`src/rtl/sha256_pkg.sv`:
```
`default_nettype none
package sha256_pkg;

  typedef struct packed {
    logic [31:0] message_word;
    logic [2:0]  byte_count;
    logic        end_of_message;
  } in_item_t;

  typedef struct packed {
    logic [31:0] digest_word;
    logic [2:0]  digest_index;
    logic        digest_last;
  } out_item_t;

  localparam logic [7:0] SEP_BYTE = 8'h80;
  localparam int unsigned LEN_SLOT = 14;

  // initial hash value
  function automatic logic [31:0] init_hash(input logic [2:0] i);
    logic [31:0] r;
    begin
      case (i)
        3'd0: r = 32'h6a09e667;
        3'd1: r = 32'hbb67ae85;
        3'd2: r = 32'h3c6ef372;
        3'd3: r = 32'ha54ff53a;
        3'd4: r = 32'h510e527f;
        3'd5: r = 32'h9b05688c;
        3'd6: r = 32'h1f83d9ab;
        default: r = 32'h5be0cd19;
      endcase
      return r;
    end
  endfunction

  // round constants
  function automatic logic [31:0] round_const(input logic [5:0] t);
    logic [31:0] k [64];
    begin
      k = '{32'h428a2f98, 32'h71374491, 32'hb5c0fbcf, 32'he9b5dba5, 32'h3956c25b,
            32'h59f111f1, 32'h923f82a4, 32'hab1c5ed5, 32'hd807aa98, 32'h12835b01,
            32'h243185be, 32'h550c7dc3, 32'h72be5d74, 32'h80deb1fe, 32'h9bdc06a7,
            32'hc19bf174, 32'he49b69c1, 32'hefbe4786, 32'h0fc19dc6, 32'h240ca1cc,
            32'h2de92c6f, 32'h4a7484aa, 32'h5cb0a9dc, 32'h76f988da, 32'h983e5152,
            32'ha831c66d, 32'hb00327c8, 32'hbf597fc7, 32'hc6e00bf3, 32'hd5a79147,
            32'h06ca6351, 32'h14292967, 32'h27b70a85, 32'h2e1b2138, 32'h4d2c6dfc,
            32'h53380d13, 32'h650a7354, 32'h766a0abb, 32'h81c2c92e, 32'h92722c85,
            32'ha2bfe8a1, 32'ha81a664b, 32'hc24b8b70, 32'hc76c51a3, 32'hd192e819,
            32'hd6990624, 32'hf40e3585, 32'h106aa070, 32'h19a4c116, 32'h1e376c08,
            32'h2748774c, 32'h34b0bcb5, 32'h391c0cb3, 32'h4ed8aa4a, 32'h5b9cca4f,
            32'h682e6ff3, 32'h748f82ee, 32'h78a5636f, 32'h84c87814, 32'h8cc70208,
            32'h90befffa, 32'ha4506ceb, 32'hbef9a3f7, 32'hc67178f2};
      return k[t];
    end
  endfunction

endpackage
`default_nettype wire

```
`src/rtl/sha256_word_stream_hasher_unit.sv`:
```
`default_nettype none
// SHA-256 over a stream of 32-bit message words, first byte in bits 31..24.
// A request with end_of_message clear is written into the window; if it
// fills the 16-word block, the single round unit runs 64 rounds, one a
// cycle, then folds the working variables into the chain before it takes
// another request. A final request pads (separator, zero fill, 64-bit bit
// length), compresses one or two more blocks (one pad word a cycle while
// filling), then offers the eight digest words on the out channel, index 0
// first. in_ready is low while a block compresses, padding runs or the
// digest is being delivered.
module sha256_word_stream_hasher_unit (
  input  wire                   clk,
  input  wire                   rst_n,
  input  wire                   in_valid,
  output logic                  in_ready,
  input  sha256_pkg::in_item_t  in_data,
  output logic                  out_valid,
  input  wire                   out_ready,
  output sha256_pkg::out_item_t out_data
);
  import sha256_pkg::*;

  localparam logic [2:0] ST_IDLE = 3'd0;
  localparam logic [2:0] ST_ROUND = 3'd1;
  localparam logic [2:0] ST_FOLD = 3'd2;
  localparam logic [2:0] ST_PAD = 3'd3;
  localparam logic [2:0] ST_OUT = 3'd4;

  logic [2:0]  state_r, state_nxt;
  logic [31:0] chain_r [8];
  logic [31:0] a_r, b_r, c_r, d_r, e_r, f_r, g_r, h_r;
  logic [31:0] win_r [16];
  logic [5:0]  round_r;
  logic [4:0]  fill_r;
  logic [63:0] len_r;
  logic        final_r;
  logic        sep_pend_r;
  logic        zero_blk_r;
  logic        last_block_r;
  logic [2:0]  idx_r;

  // push path
  logic        push;
  logic [31:0] push_word;
  logic [63:0] len_nxt;
  logic [4:0]  fill_after;

  // round datapath
  logic [3:0]  t_idx;
  logic [31:0] w2, w15, w7, w16, s0, s1, w_new, w_cur;
  logic [31:0] t1, t2, bs0, bs1, ch, mj;
  logic        accept;
  logic [2:0]  cnt;
  logic [31:0] keep, sep;

  assign accept = in_valid && in_ready;
  assign in_ready = (state_r == ST_IDLE);

  // message word with separator for a final request
  always_comb begin
    cnt = (in_data.byte_count > 3'd4) ? 3'd4 : in_data.byte_count;
    keep = (cnt == 3'd0) ? 32'd0 : (32'hffffffff << (6'd32 - {cnt, 3'b000}));
    sep = {SEP_BYTE, 24'd0} >> {cnt, 3'b000};
  end

  always_comb begin
    push = 1'b0;
    push_word = in_data.message_word;
    len_nxt = len_r;
    if (state_r == ST_IDLE && accept) begin
      push = 1'b1;
      if (!in_data.end_of_message || cnt == 3'd4) begin
        len_nxt = len_r + 64'd32;
      end else begin
        len_nxt = len_r + {58'd0, cnt, 3'b000};
        push_word = (in_data.message_word & keep) | sep;
      end
    end else if (state_r == ST_PAD) begin
      push = 1'b1;
      if (sep_pend_r) push_word = {SEP_BYTE, 24'd0};
      else if (zero_blk_r) push_word = 32'd0;
      else if (fill_r == 5'(LEN_SLOT)) push_word = len_r[63:32];
      else if (fill_r == 5'(LEN_SLOT + 1)) push_word = len_r[31:0];
      else push_word = 32'd0;
    end else if (state_r == ST_OUT && out_ready && idx_r == 3'd7) begin
      len_nxt = 64'd0;
    end
    fill_after = fill_r + 5'd1;
  end

  // schedule and round
  always_comb begin
    t_idx = round_r[3:0];
    w2 = win_r[4'(t_idx - 4'd2)];
    w15 = win_r[4'(t_idx - 4'd15)];
    w7 = win_r[4'(t_idx - 4'd7)];
    w16 = win_r[t_idx];
    s1 = {w2[16:0], w2[31:17]} ^ {w2[18:0], w2[31:19]} ^ (w2 >> 10);
    s0 = {w15[6:0], w15[31:7]} ^ {w15[17:0], w15[31:18]} ^ (w15 >> 3);
    w_new = s1 + w7 + s0 + w16;
    w_cur = (round_r < 6'd16) ? w16 : w_new;
    bs1 = {e_r[5:0], e_r[31:6]} ^ {e_r[10:0], e_r[31:11]} ^ {e_r[24:0], e_r[31:25]};
    ch = (e_r & f_r) ^ (~e_r & g_r);
    t1 = h_r + bs1 + ch + round_const(round_r) + w_cur;
    bs0 = {a_r[1:0], a_r[31:2]} ^ {a_r[12:0], a_r[31:13]} ^ {a_r[21:0], a_r[31:22]};
    mj = (a_r & b_r) ^ (a_r & c_r) ^ (b_r & c_r);
    t2 = bs0 + mj;
  end

  // sequencer
  always_comb begin
    state_nxt = state_r;
    case (state_r)
      ST_IDLE: if (accept) begin
        if (fill_after == 5'd16) state_nxt = ST_ROUND;
        else if (in_data.end_of_message) state_nxt = ST_PAD;
      end
      ST_PAD: if (fill_after == 5'd16) state_nxt = ST_ROUND;
      ST_ROUND: if (round_r == 6'd63) state_nxt = ST_FOLD;
      ST_FOLD: begin
        if (last_block_r) state_nxt = ST_OUT;
        else if (final_r) state_nxt = ST_PAD;
        else state_nxt = ST_IDLE;
      end
      ST_OUT: if (out_ready && idx_r == 3'd7) state_nxt = ST_IDLE;
      default: state_nxt = ST_IDLE;
    endcase
  end

  // window memory
  always_ff @(posedge clk) begin
    if (push) win_r[fill_r[3:0]] <= push_word;
    else if (state_r == ST_ROUND && round_r >= 6'd16) win_r[t_idx] <= w_new;
  end

  always_ff @(posedge clk) begin
    if (!rst_n) begin
      state_r <= ST_IDLE;
      fill_r <= 5'd0;
      len_r <= 64'd0;
      round_r <= 6'd0;
      final_r <= 1'b0;
      sep_pend_r <= 1'b0;
      zero_blk_r <= 1'b0;
      idx_r <= 3'd0;
      {a_r, b_r, c_r, d_r} <= '0;
      {e_r, f_r, g_r, h_r} <= '0;
      for (int i = 0; i < 8; i++) chain_r[i] <= init_hash(3'(i));
    end else begin
      state_r <= state_nxt;
      len_r <= len_nxt;
      if (push) fill_r <= (fill_after == 5'd16) ? 5'd0 : fill_after;
      // full final word: the separator goes in as its own word
      // separator in slot 14: that block ends in zeros, length goes in the next
      if (accept && in_data.end_of_message) begin
        final_r <= 1'b1;
        sep_pend_r <= (cnt == 3'd4);
        zero_blk_r <= (cnt != 3'd4) && (fill_r == 5'(LEN_SLOT));
      end else if (state_r == ST_PAD) begin
        sep_pend_r <= 1'b0;
        if (sep_pend_r) zero_blk_r <= (fill_r == 5'(LEN_SLOT));
        else if (fill_after == 5'd16) zero_blk_r <= 1'b0;
      end
      // load working variables when a block is full
      if (push && fill_after == 5'd16) begin
        round_r <= 6'd0;
        {a_r, b_r, c_r, d_r} <= {chain_r[0], chain_r[1], chain_r[2], chain_r[3]};
        {e_r, f_r, g_r, h_r} <= {chain_r[4], chain_r[5], chain_r[6], chain_r[7]};
      end else if (state_r == ST_ROUND) begin
        round_r <= round_r + 6'd1;
        h_r <= g_r; g_r <= f_r; f_r <= e_r; e_r <= d_r + t1;
        d_r <= c_r; c_r <= b_r; b_r <= a_r; a_r <= t1 + t2;
      end
      // fold into chain; the last block of a message goes to output
      if (state_r == ST_FOLD) begin
        chain_r[0] <= chain_r[0] + a_r; chain_r[1] <= chain_r[1] + b_r;
        chain_r[2] <= chain_r[2] + c_r; chain_r[3] <= chain_r[3] + d_r;
        chain_r[4] <= chain_r[4] + e_r; chain_r[5] <= chain_r[5] + f_r;
        chain_r[6] <= chain_r[6] + g_r; chain_r[7] <= chain_r[7] + h_r;
        if (last_block_r) idx_r <= 3'd0;
      end
      if (state_r == ST_OUT && out_ready) begin
        idx_r <= idx_r + 3'd1;
        if (idx_r == 3'd7) begin
          final_r <= 1'b0;
          fill_r <= 5'd0;
          for (int i = 0; i < 8; i++) chain_r[i] <= init_hash(3'(i));
        end
      end
    end
  end

  // length words written: the block just compressed was the last one
  always_ff @(posedge clk) begin
    if (!rst_n) last_block_r <= 1'b0;
    else if (state_r == ST_PAD && fill_r == 5'(LEN_SLOT + 1) && !sep_pend_r && !zero_blk_r)
      last_block_r <= 1'b1;
    else if (state_r == ST_OUT) last_block_r <= 1'b0;
  end

  assign out_valid = (state_r == ST_OUT);
  always_comb begin
    out_data.digest_word = chain_r[idx_r];
    out_data.digest_index = idx_r;
    out_data.digest_last = (idx_r == 3'd7);
  end

endmodule
`default_nettype wire

```
`config.mk`:
```
export PLATFORM = sky130hd
export DESIGN_NAME = sha256_word_stream_hasher_unit
export DESIGN_NICKNAME = d
export VERILOG_FILES = /design/src/rtl/sha256_pkg.sv /design/src/rtl/sha256_word_stream_hasher_unit.sv
export SDC_FILE = /design/constraint.sdc
export NUM_CORES = 2
export LEC_CHECK = 0
export ABC_AREA = 1
export BUFFER_PORTS_ARGS = -buffer_cell sky130_fd_sc_hd__buf_4
export CAP_MARGIN = 10
export CORE_MARGIN = 5
export CORE_UTILIZATION = 41
export CTS_CLUSTER_DIAMETER = 60
export DETAILED_ROUTE_END_ITERATION = 7
export PLACE_DENSITY = 0.67
export SLEW_MARGIN = 40
export SYNTH_ARGS = -nofsm -noshare
export SYNTH_HDL_FRONTEND = slang
export SYNTH_SLANG_ARGS = --single-unit
```
`constraint.sdc`:
```
create_clock -name clk -period 25.6 [get_ports clk]
set_input_delay 1.28 -clock clk [delete_from_list [all_inputs] [get_ports clk]]
set_output_delay 1.28 -clock clk [all_outputs]
set_load 0.03 [all_outputs]
```
After elaboration in Yosys (flattened, before gate mapping)
Memories as Yosys holds them, arrays and structs flattened. A register that Yosys moved wholly into a read port is not among the register bits.
Index checks and enable logic that the tools add are counted.

word-level totals
  bits in registers = 341
  memory bits (writable) = 768
  ROM bits = 2048
  input port bits = 40
  output and inout bits = 38
  logic and storage cells = 267
  memories = 3

operators by class
  add/sub/neg operators = 27
  magnitude comparators = 4
  eq/ne operators = 17
  shift operators = 2
  multiplexer cells = 129
  bitwise logic cells = 37
  reduce and logical (&&, ||, !) cells = 31

memories
  memory           depth  bits a word  rd ports  clocked after Yosys merged registers in  write ports  line                                  source
  (no name shown)  64     32           1         0                                        0            sha256_pkg.sv:54                      return k[t];
  win_r            16     32           4         1                                        1            sha256_word_stream_hasher_unit.sv:32  logic [31:0] win_r [16];
  chain_r          8      32           9         1                                        8            sha256_word_stream_hasher_unit.sv:30  logic [31:0] chain_r [8];

operators by type and width
  cell                     count
  $mux W32                 76
  $add A32 B32 Y32         18
  $xor A32 B32 Y32         9
  $mux W64                 4
  $and A32 B32 Y32         6
  $add A64 B6 Y64          1
  $add A64 B6 Y64 const B  1
  $mux W3                  13
  $not A32 Y32             1
  $or A32 B32 Y32          1
  $reduce_or A32 Y1        1
  $shl A32 B6 Y32 const A  1
  $shr A32 B6 Y32 const A  1
  $xor A32 B22 Y32         1
  $xor A32 B29 Y32         1
  $mux W1                  27
  $mux W5                  4
  $or A1 B1 Y1             16
  $pmux W3 S5              1
  $logic_and A1 B1 Y1      12
  $mux W4                  3
  $reduce_bool A2 Y1       6
  $eq A5 B4 Y1 const B     2
  $eq A3 B3 Y1 const B     3
  29 further kinds         38

Longest topological paths before layout
An unclocked memory read counts as a cell.

  word-level depth = 12
  depth in mapped cells = 72

Least setup slack after synthesis
No wires, ideal clock.

  kind = flip-flop to flip-flop
  from = register round_r[0]
  to = register a_r[31]
  library setup time = 132 ps
  arrival = 11281 ps
  path slack = 14187 ps
  cell stages (with the launch flop) = 66
  buffers on the path = 9
  path through = dfxtp_1 buf_2 inv_2 buf_4 buf_6 buf_6 buf_2 buf_2 ha_1 inv_1 buf_2 buf_2 clkbuf_1 a21oi_1 o21ai_0 a31oi_1 nand2_1 o21ai_0 [... 30 more ...] nand2_1 xor2_1 inv_1 fa_1 inv_1 ha_1 a21oi_1 inv_1 a21oi_1 o21ai_0 a221oi_1 nand2_1 xor2_1 inv_1 nand3_1 nand2_1 nand2_1 a21oi_1

on the way
  longest elaborated chain between the ends = 12
  elaborated cells on any way between the ends = 22

RTL lines
  item                           line                                   source
  from (decl)                    sha256_word_stream_hasher_unit.sv:33   logic [5:0] round_r;
  from (signal assigned)         sha256_word_stream_hasher_unit.sv:170  round_r <= round_r + 6'd1;
  $sub A4 B2 Y4                  sha256_word_stream_hasher_unit.sv:94   w2 = win_r[4'(t_idx - 4'd2)];
  $mem_v2 Z16 W32                n/a
  $xor A32 B32 Y32               sha256_word_stream_hasher_unit.sv:98   s1 = {w2[16:0], w2[31:17]} ^ {w2[18:0], w2[31:19]} ^ (w2 >> 10);
  $xor A32 B22 Y32               sha256_word_stream_hasher_unit.sv:98
  $add A32 B32 Y32 (3 in a row)  sha256_word_stream_hasher_unit.sv:100  w_new = s1 + w7 + s0 + w16;
  $mux W32                       sha256_word_stream_hasher_unit.sv:101  w_cur = (round_r < 6'd16) ? w16 : w_new;
  $add A32 B32 Y32 *             sha256_word_stream_hasher_unit.sv:104  t1 = h_r + bs1 + ch + round_const(round_r) + w_cur;
  $add A32 B32 Y32 *             sha256_word_stream_hasher_unit.sv:172  d_r <= c_r; c_r <= b_r; b_r <= a_r; a_r <= t1 + t2;
  $mux W32 *                     sha256_word_stream_hasher_unit.sv:169  end else if (state_r == ST_ROUND) begin
  $mux W32 *                     sha256_word_stream_hasher_unit.sv:165  if (push && fill_after == 5'd16) begin
  to (signal assigned)           sha256_word_stream_hasher_unit.sv:167  {a_r, b_r, c_r, d_r} <= {chain_r[0], chain_r[1], chain_r[2], chain_r[3]};
  to (signal assigned)           sha256_word_stream_hasher_unit.sv:172
  to (decl)                      sha256_word_stream_hasher_unit.sv:31   logic [31:0] a_r, b_r, c_r, d_r, e_r, f_r, g_r, h_r;

Mark *: on every way between the ends. The rest lies on a longest branch, timed or not. The select of a mux whose other input is x is not followed.
A chain may end at the register's enable or synchronous reset.

Worst setup path after layout
Ends and elaborated chain as after synthesis.

==> flow_summary_export.csv <==
group,metric,value,unit
status,outcome,"finished clean",
cells_and_area,layout_common_cells,"nand2_1, inv_1, a21oi_1",
floorplan,fp.coreArea,206000,um^2
cells_and_area,reg.largest.list,"win_r (512), chain_r (256), len_r (61)",
timing,final-max-slew-violation-count,0,
timing,skew,0.0592,ns
grt,grt_use_total,0.340,
route,drt_iter0_markers,12600,
clocking,clkLatencyLatePin,0.84,ns
clocking,htreeDepth,4,
timing,max_freq,70.7,MHz
timing,fin_crit,14.14,ns
grt,grt_pass1_vias,81100,
logic_synthesis,ys_types,78,
floorplan,io_pins,78,
floorplan,die_h,465,um
grt,grt.busiest_layer,"met2",
timing,hold_viol_final,0,
floorplan,die_area,216000,um^2
route,routed-via-count,86500,
clocking,post_cts_buffers,0,
floorplan,die_w,465,um
cells_and_area,regMostFlops,"win_r",
logic_synthesis,syn_area_per_cell,7.45,um^2
logic_synthesis,synth_seq_cells,1113,
grt,grt_pass1_wl,551000,um
placed_design,place.gp.congestion,1.02,
clocking,clkTransAtPathRegs,0.06,ns
logic_synthesis,ys_warn_count,0,
critical_path,max_stage_delay,0.84,ns
logic_synthesis,synth_ff_type,"edfxtp_1",
grt,grt_max_degree,205,
placed_design,placed_area,88200,um^2
timing,min_period_over_period,0.552,
floorplan,start_util,0.411,
critical_path,cpMostUsedCell,"nand2_1",
placed_design,io_buffers,77,
critical_path,crit_slowest_cell,"ha_4",
timing,slew_headroom,0.305,
clocking,cts_sinks,1113,
grt,grt_antenna_before_repair,14,
timing,tightest_slew,1.04,ns
timing,setup_viol,0,
grt,grt_use_met2,0.513,
logic_synthesis,ys_async_sr_fraction,0,
critical_path,crit_path_start_kind,"flip-flop",
logic_synthesis,syn-cell-area,84800,um^2
cells_and_area,fillers,20500,
cells_and_area,largest_reg_flops,512,
cells_and_area,final_layout_size_suffix_gt1_frac,0.0603,
logic_synthesis,syn_nets,12000,
route,wl,385000,um
route,avgViaCountPerCell,6.18,
cells_and_area,layout_commonest_cell,"nand2_1",
cells_and_area,nNetsFinal,11800,
critical_path,endpoint_kind,"flip-flop",
placed_design,dpl.hpwl,273000,um
grt,met3_usage,0.0814,
logic_synthesis,synth_edf_count,640,
clocking,holdBufCountCts,0,
cells_and_area,areaGrowthSynthToFinish,9.83,%
cells_and_area,finalInstanceArea,93200,um^2
job,drv_cap,0,
clocking,clockBufferDepth,3,
route,drcViolationCount,0,
logic_synthesis,syn_inst,11400,
timing,tns,0,ns
logic_synthesis,yosysSeqAreaShare,0.338,
cells_and_area,multi_input_area,48500,um^2
timing,rsz0062_at_grt,"no",
clocking,ctsResizeCount,0,
route,postRouteAntennaNets,0,
route,firstDrtPassIters,7,
clocking,cts_root_buf,"clkbuf_16",
critical_path,required,26.26,ns
timing,hold_slack,0.473,ns
clocking,cts_tree,"yes",
critical_path,crit_arrival,14.80,ns
clocking,numCtsBuffers,148,
route,routedWlPerCell,27.5,um
hold_path,hold_path.class,"flip-flop to flip-flop",
critical_path,path_max_fanout,108,
critical_path,critPathKind,"flip-flop to flip-flop",
grt,use_met1,0.442,
floorplan,rows,167,
cells_and_area,regArea,28700,um^2
grt,globalRouteOverflowTotal,0,
critical path: cells and delay by family (launching register included):
family / cells / cell delay (ns)
DFF: 1 / 0.68
buffers and inverters: 11 / 1.87
adders and majority gates: 10 / 4.88
AOI/OAI and AO/OA: 14 / 3.21
xor gates and xnor gates: 5 / 1.44
and+or+nand+nor: 18 / 1.80
kinds of logic after synthesis:
logic type,Yosys count,synth area share
and+or+nand+nor,3554,0.173
muxes,27,0.00325
xor gates and xnor gates,423,0.0437
AOI/OAI and AO/OA,3528,0.238
adders and majority gates,622,0.109
buffers and inverters,2123,0.0956
DFF,1113,0.338
layout make-up:
type / instances / area share
clock inverter: 64 / 0.00701
inverter: 1490 / 0.0605
sequential: 1113 / 0.308
antenna: 10 / 0.000269
multi-input combinational: 8154 / 0.521
timing repair buffer: 254 / 0.0224
tap: 2704 / 0.0363
clock buffer: 200 / 0.0446
metal layers:
metal / routed length [um] / up-vias
li1: - / 38600
met1: 149000 / 41100
met2: 164000 / 5672
met3: 44500 / 1191
met4: 27600 / 10
met5: 75 / -
per-stage QoR:
stage / instances / worst slack (ns) / utilization
global placement: 13700 / 11.72 / 0.426
global route: 14000 / 10.51 / 0.451
CTS: 14000 / 11.70 / 0.451
floorplan: 11400 / 14.19 / -
finish: 14000 / 11.46 / 0.451
detailed placement: 13700 / 11.78 / 0.427
worst paths after layout:
path	slack (ns)	endpoint	depth (start not counted)	startpoint
setup / recovery	11.46	a_r[31]	58	round_r[0]
hold / removal	0.47	final_r	1	final_r
setup reg to reg	11.46	a_r[31]	58	round_r[0]
hold reg to reg	0.47	final_r	1	final_r
cells in the mapped netlist (11+ instances only):
| master | instances | area [um^2] |
|---|---|---|
| o21ai_0 | 1206 | 6040 |
| nand3_1 | 469 | 2350 |
| nor3_1 | 102 | 510 |
| ha_1 | 417 | 5220 |
| o21bai_1 | 31 | 233 |
| o311ai_0 | 22 | 193 |
| edfxtp_1 | 640 | 19200 |
| o21ai_1 | 38 | 190 |
| o221ai_1 | 98 | 858 |
| dfxtp_1 | 473 | 9470 |
| o211ai_1 | 190 | 1430 |
| buf_1 | 66 | 248 |
| a21oi_1 | 1242 | 6220 |
| or2_2 | 64 | 400 |
| nand2_1 | 2151 | 8070 |
| inv_1 | 1463 | 5490 |
| nor4_1 | 37 | 231 |
| a31oi_1 | 239 | 1500 |
| fa_1 | 197 | 3940 |
| a211oi_1 | 14 | 105 |
| xnor2_1 | 168 | 1470 |
| a221oi_1 | 53 | 464 |
| nand3b_1 | 11 | 82.6 |
| nand4_1 | 48 | 300 |
| nor2_1 | 639 | 2400 |
| o2111ai_1 | 42 | 368 |
| o21a_1 | 47 | 353 |
| inv_2 | 19 | 71.3 |
| xor2_1 | 255 | 2230 |
| buf_2 | 65 | 325 |
| mux2i_1 | 23 | 230 |
| a22oi_1 | 77 | 578 |
| a21o_1 | 29 | 218 |
| a21boi_0 | 21 | 158 |
| o22ai_1 | 118 | 738 |
| clkbuf_1 | 495 | 1860 |
Power is left out: the tool's default activity adds up to more than one toggle a clock period on the data nets, which glitch-free logic cannot reach.
